**src/rtl/quaternion_alu_top_macros.svh**
```systemverilog
// Assertion macros for the quaternion ALU.
`ifndef QUATERNION_ALU_TOP_MACROS_SVH
`define QUATERNION_ALU_TOP_MACROS_SVH

// Same-cycle implication, checked outside reset.
`define QA_ASSERT_IMPL(label, ante, cons, msg) \
   label: assert property (@(posedge clock) disable iff (reset) (ante) |-> (cons)) \
      else $error(msg);

// Next-cycle implication, checked outside reset.
`define QA_ASSERT_NEXT(label, ante, cons, msg) \
   label: assert property (@(posedge clock) disable iff (reset) (ante) |=> (cons)) \
      else $error(msg);

`endif

```
**src/rtl/qa_pkg.sv**
```systemverilog
`timescale 1ns / 1ps
// Shared types and codes of the quaternion ALU.
package qa_pkg;

   localparam int LANES = 4;
   localparam int QBITS = 32;

   localparam logic [1:0] ACT_ADD = 2'd0;
   localparam logic [1:0] ACT_SUB = 2'd1;
   localparam logic [1:0] ACT_MUL = 2'd2;
   localparam logic [1:0] ACT_DIV = 2'd3;

   localparam logic [1:0] STAT_OK  = 2'd0;
   localparam logic [1:0] STAT_SAT = 2'd1;
   localparam logic [1:0] STAT_DZ  = 2'd2;

   typedef struct packed {
      logic [1:0]         action;
      logic signed [31:0] left_real;
      logic signed [31:0] left_i;
      logic signed [31:0] left_j;
      logic signed [31:0] left_k;
      logic signed [31:0] right_real;
      logic signed [31:0] right_i;
      logic signed [31:0] right_j;
      logic signed [31:0] right_k;
   } qa_req_type;

   typedef struct packed {
      logic signed [31:0] out_real;
      logic signed [31:0] out_i;
      logic signed [31:0] out_j;
      logic signed [31:0] out_k;
      logic [1:0]         status;
   } qa_rsp_type;

   typedef struct packed {
      logic is_div;
      logic zero_norm;
   } qa_ctl_type;

   // per-component state carried down the divider
   typedef struct packed {
      logic [31:0] res;     // saturated add/sub/mul result
      logic        sat;
      logic        neg;     // quotient sign
      logic        ovf;     // quotient known to exceed 32 bits
      logic [31:0] dbits;   // dividend bits still to shift in
      logic [31:0] quo;
   } qa_lane_type;

endpackage

```
**src/rtl/qa_div_step.sv**
```systemverilog
`timescale 1ns / 1ps
// One restoring-division stage: one quotient bit per component.
module qa_div_step #(
   parameter int NW = 49
) (
   input  logic                clock,
   input  logic                en,
   input  qa_pkg::qa_lane_type lane_i [qa_pkg::LANES],
   input  logic [NW-1:0]       rem_i [qa_pkg::LANES],
   input  logic [NW-1:0]       norm_i,
   input  qa_pkg::qa_ctl_type  ctl_i,
   output qa_pkg::qa_lane_type lane_ff [qa_pkg::LANES],
   output logic [NW-1:0]       rem_ff [qa_pkg::LANES],
   output logic [NW-1:0]       norm_ff,
   output qa_pkg::qa_ctl_type  ctl_ff
);
   import qa_pkg::*;

   logic [NW:0]   trial [LANES];
   logic          qbit [LANES];
   qa_lane_type   lane_in [LANES];
   logic [NW-1:0] rem_in [LANES];

   always_comb begin
      for (int i = 0; i < LANES; i++) begin
         trial[i] = {rem_i[i], lane_i[i].dbits[31]};
         qbit[i]  = trial[i] >= {1'b0, norm_i};
         if (qbit[i]) begin
            rem_in[i] = NW'(trial[i] - {1'b0, norm_i});
         end else begin
            rem_in[i] = NW'(trial[i]);
         end
         lane_in[i]       = lane_i[i];
         lane_in[i].dbits = {lane_i[i].dbits[30:0], 1'b0};
         lane_in[i].quo   = {lane_i[i].quo[30:0], qbit[i]};
      end
   end

   always_ff @(posedge clock) begin
      if (en) begin
         lane_ff <= lane_in;
         rem_ff  <= rem_in;
         norm_ff <= norm_i;
         ctl_ff  <= ctl_i;
      end
   end

endmodule

```
**config.mk**
```make
export PLATFORM = sky130hd
export DESIGN_NAME = qa_div_step
export DESIGN_NICKNAME = d
export VERILOG_FILES = /design/src/rtl/quaternion_alu_top_macros.svh /design/src/rtl/qa_pkg.sv /design/src/rtl/qa_div_step.sv
export SDC_FILE = /design/constraint.sdc
export NUM_CORES = 1
export LEC_CHECK = 0
export ABC_AREA = 1
export BUFFER_PORTS_ARGS = -buffer_cell sky130_fd_sc_hd__buf_2
export CAP_MARGIN = 20
export CORE_AREA = 4 4 504 506
export CTS_CLUSTER_SIZE = 14
export DETAILED_ROUTE_END_ITERATION = 16
export DIE_AREA = 0 0 508 510
export PLACE_DENSITY = 0.4
export SLEW_MARGIN = 20
export SYNTH_ARGS = -nofsm -noshare
export SYNTH_HDL_FRONTEND = slang
export SYNTH_SLANG_ARGS = --single-unit
```
**constraint.sdc**
```tcl
create_clock -name clock -period 4 [get_ports clock]
set_input_delay 0.6 -clock clock [delete_from_list [all_inputs] [get_ports clock]]
set_output_delay 0.6 -clock clock [all_outputs]
set_load 0.05 [all_outputs]
```
==> flow_metrics.py <==
metrics = {
    "synth": {
        "yosys_most_used_dff": "edfxtp_1",
        "synth.top_cell.area_share": 0.475,
        "synth_seq_cells": 639,
        "synth_area_per_cell_um2": 7.72,
        "async_flop_share": 0,
        "synth.most_common_cell": "nand2_1",
        "synth_top_cell_by_area": "edfxtp_1",
        "synthesis.area_mm2": 0.0404,
        "yosysWarnings": 0,
        "ys_seq_area_frac": 0.475,
        "synth_edf_count": 639,
        "synthCells": 5228,
        "synth.distinct_cells": 36,
        "synthTopCellsByArea": "edfxtp_1, nand2_1, inv_1, ha_1, nand4_1",
        "synth_commonest_cells": "nand2_1, inv_1, edfxtp_1, nor2_1, nand4_1",
    },
    "global_routing": {
        "grtUsageMet3": 0.0501,
        "met1_usage": 0.225,
        "top_usage_layer": "met2",
        "grt_pass1_vias": 41694,
        "grt-ovfl-total": 0,
        "antenna_found_initial": 182,
        "grt_pass1_wl_um": 374000,
        "grt_usage": 0.215,
        "grt_max_degree": 69,
        "grt_util_met2": 0.400,
    },
    "floorplan": {
        "rows": 184,
        "fp.coreArea_mm2": 0.250,
        "pin_count": 1288,
        "start_util": 0.161,
        "die_x_um": 508,
        "die_y_um": 510,
        "dieArea_mm2": 0.259,
    },
    "route": {
        "vias": 42107,
        "drt-vias-per-instance": 4.01,
        "drc": 0,
        "first_iter_violations": 2913,
        "wl_um": 291000,
        "dr.pass1.iters": 6,
        "wl_per_cell_um": 27.7,
        "ant_nets": 0,
    },
    "worst_setup_path": {
        "critical_path.startpoint": "norm_i[29]",
        "crit_type": "in2reg",
        "endpoint_kind": "register",
        "worstPathMaxFanout": 14,
        "critPathLaunchType": "input port",
        "crit_required_ns": 4.43,
        "endpoint": "rem_ff[194]$_DFFE_PP_",
        "arrival_ns": 4.08,
    },
    "timing": {
        "finalSetupViolations": 0,
        "worst_slew_pin_slew_ns": 1.06,
        "slew-limit-headroom": 0.290,
        "fmax_mhz": 274,
        "hold_viol": 0,
        "finalCriticalPeriod_ns": 3.65,
        "post-route-period-util": 0.912,
        "setup_ws_ns": 0.350,
        "rsz0062_at_grt": "false",
        "fin_setup_tns_ns": 0,
        "slew_violations": 0,
    },
    "final_layout": {
        "final_cell_count_no_fill": 10496,
        "nets": 7847,
        "final_cell_area_mm2": 0.0585,
        "area_growth_pct": 44.8,
        "final_layout_size_suffix_gt1_frac": 0.227,
    },
    "clock_tree": {
        "cts_sinks": 639,
        "clock_path_buffers": 3,
        "cts_tree": "built",
        "clk_transition_reported_paths_ns": 0.06,
        "cts_made_buffers": 86,
        "cts_root_buf": "clkbuf_16",
        "htreeDepth": 3,
        "cts-resized-gates": 0,
    },
    "power": {
        "ir_worst_vdd_v": 0.000278,
        "p_leak_nw": 29.5,
        "total_power_w": 0.0250,
        "powerDensity_mw_per_mm2": 427,
    },
    "placed_design": {
        "finalWeightedCongestion": 0.948,
        "pre_cts_ws_ns": 0.0783,
        "portBuffers": 1279,
        "placedCellCount": 9895,
        "placed_cell_area_mm2": 0.0516,
        "dp_hpwl_um": 254000,
    },
    "status": {
        "status": "finished, final reports clean",
    },
    "worst_hold_path": {
        "hold_start": "lane_i[72]",
        "hp-class": "in2reg",
    },
    "run": {
        "maxCapViolations": 0,
    },
}
## state kept, by name (all words and copies together), names as in the netlist
name,flops
ctl_ff,2
norm_ff,49
rem_ff,196
lane_ff,392
## layer usage
layer | routed length [um] | share of wire
met1 | 104000 | 0.36
met2 | 152000 | 0.52
met3 | 18600 | 0.064
met4 | 16200 | 0.056
met5 | 155 | 0.00053
## cell type report
cell class | count | area (um2)
antenna | 75 | 188
clock buffer | 91 | 2170
clock inverter | 68 | 820
fill | 28164 | 192000
inverter | 1033 | 3880
multi-input combinational | 3475 | 16800
sequential | 639 | 19200
tap | 3348 | 4190
timing repair buffer | 1767 | 11300
## critical path, stage by stage
cell and delay, ns:
dlygate4sd3_1 0.54, buf_2 0.13, inv_1 0.66, buf_4 0.24
ha_1 0.28, nand2_1 0.22, inv_1 0.06, nand2_1 0.06
nand2_1 0.12, nand2_1 0.10, nand2_1 0.07, inv_1 0.05
nand2_1 0.09, a21oi_2 0.27, nand3_2 0.15, buf_4 0.23
nand2_1 0.08, nand2_1 0.10
## repair_timing
| action | 4_1_cts | 5_1_grt |
|---|---|---|
| hold buffers | 367 | 0 |
| endpoints found under the hold margin | 367 | 0 |
| setup endpoints to repair | 0 | 0 |
| setup buffers | 0 | 0 |
## where the power goes
part | total, W | internal [W] | leakage (nW) | switching (W)
Sequential | 0.00859 | 0.00822 | 6.25 | 0.000376
Clock | 0.00828 | 0.00478 | 1.42 | 0.00351
Combinational | 0.00809 | 0.00199 | 21.9 | 0.00611
Total | 0.0250 | 0.0150 | 29.5 | 0.00999
## per-stage QoR
stage          hold slack, ns   util
6_report                0.103  0.234
3_3_place_gp            0.777  0.206
4_1_cts              0.000190  0.233
2_1_floorplan           0.699      -
3_5_place_dp            0.778  0.206
5_1_grt                0.0338  0.233
## cell usage in the layout, fill, tap and decap left out, types with 3 or more instances in the layout
master and count:
nor3_1 14, inv_6 5, conb_1 4, clkinv_1 15, a21oi_1 110, buf_2 1278
dlygate4sd3_1 367, clkinv_2 12, nand2_2 3, fa_1 4, nand3b_1 6, nand3_1 178
nand4_2 3, or2_2 5, nor3_2 3, a21oi_4 3, inv_1 1019, xor2_1 100
edfxtp_1 639, ha_1 196, clkbuf_16 86, nand4_1 242, clkinv_16 4, buf_4 99
inv_2 14, nand2_1 2171, nor2_2 16, clkbuf_1 5, clkinvlp_4 12, o21bai_1 11
nor2_1 365, nor4_1 10, nand3_2 11, bufinv_16 12, diode_2 75, clkinv_4 6
buf_12 21, and2_1 8, nor3_4 3
## kinds of logic (layout without fill, tap and decap cells)
logic type                 after synthesis  count (layout)  synth area share
AOI/OAI and AO/OA                      125             125            0.0167
DFF                                    639             639             0.475
buffers and inverters                 1117            2959             0.110
adders and majority gates              200             200            0.0627
and+or+nand+nor                       3046            3046             0.313
other                                    1              79         0.0000929
xor gates and xnor gates               100             100            0.0217
## worst min path at each step
| stage | depth (start not counted) | slack, ns | to |
|---|---|---|---|
| 6_report | 1 | 0.10 | lane_ff[72]$_DFFE_PP_ |
| 5_1_grt | 1 | 0.03 | norm_ff[17]$_DFFE_PP_ |
| 4_1_cts | 1 | 0.0002 | norm_ff[5]$_DFFE_PP_ |
| 3_5_place_dp | 1 | 0.78 | lane_ff[82]$_DFFE_PP_ |
| 3_3_place_gp | 1 | 0.78 | lane_ff[255]$_DFFE_PP_ |
| 2_1_floorplan | 0 | 0.70 | ctl_ff[0]$_DFFE_PP_ |
Note: power is estimated with default switching activity, not from simulation.
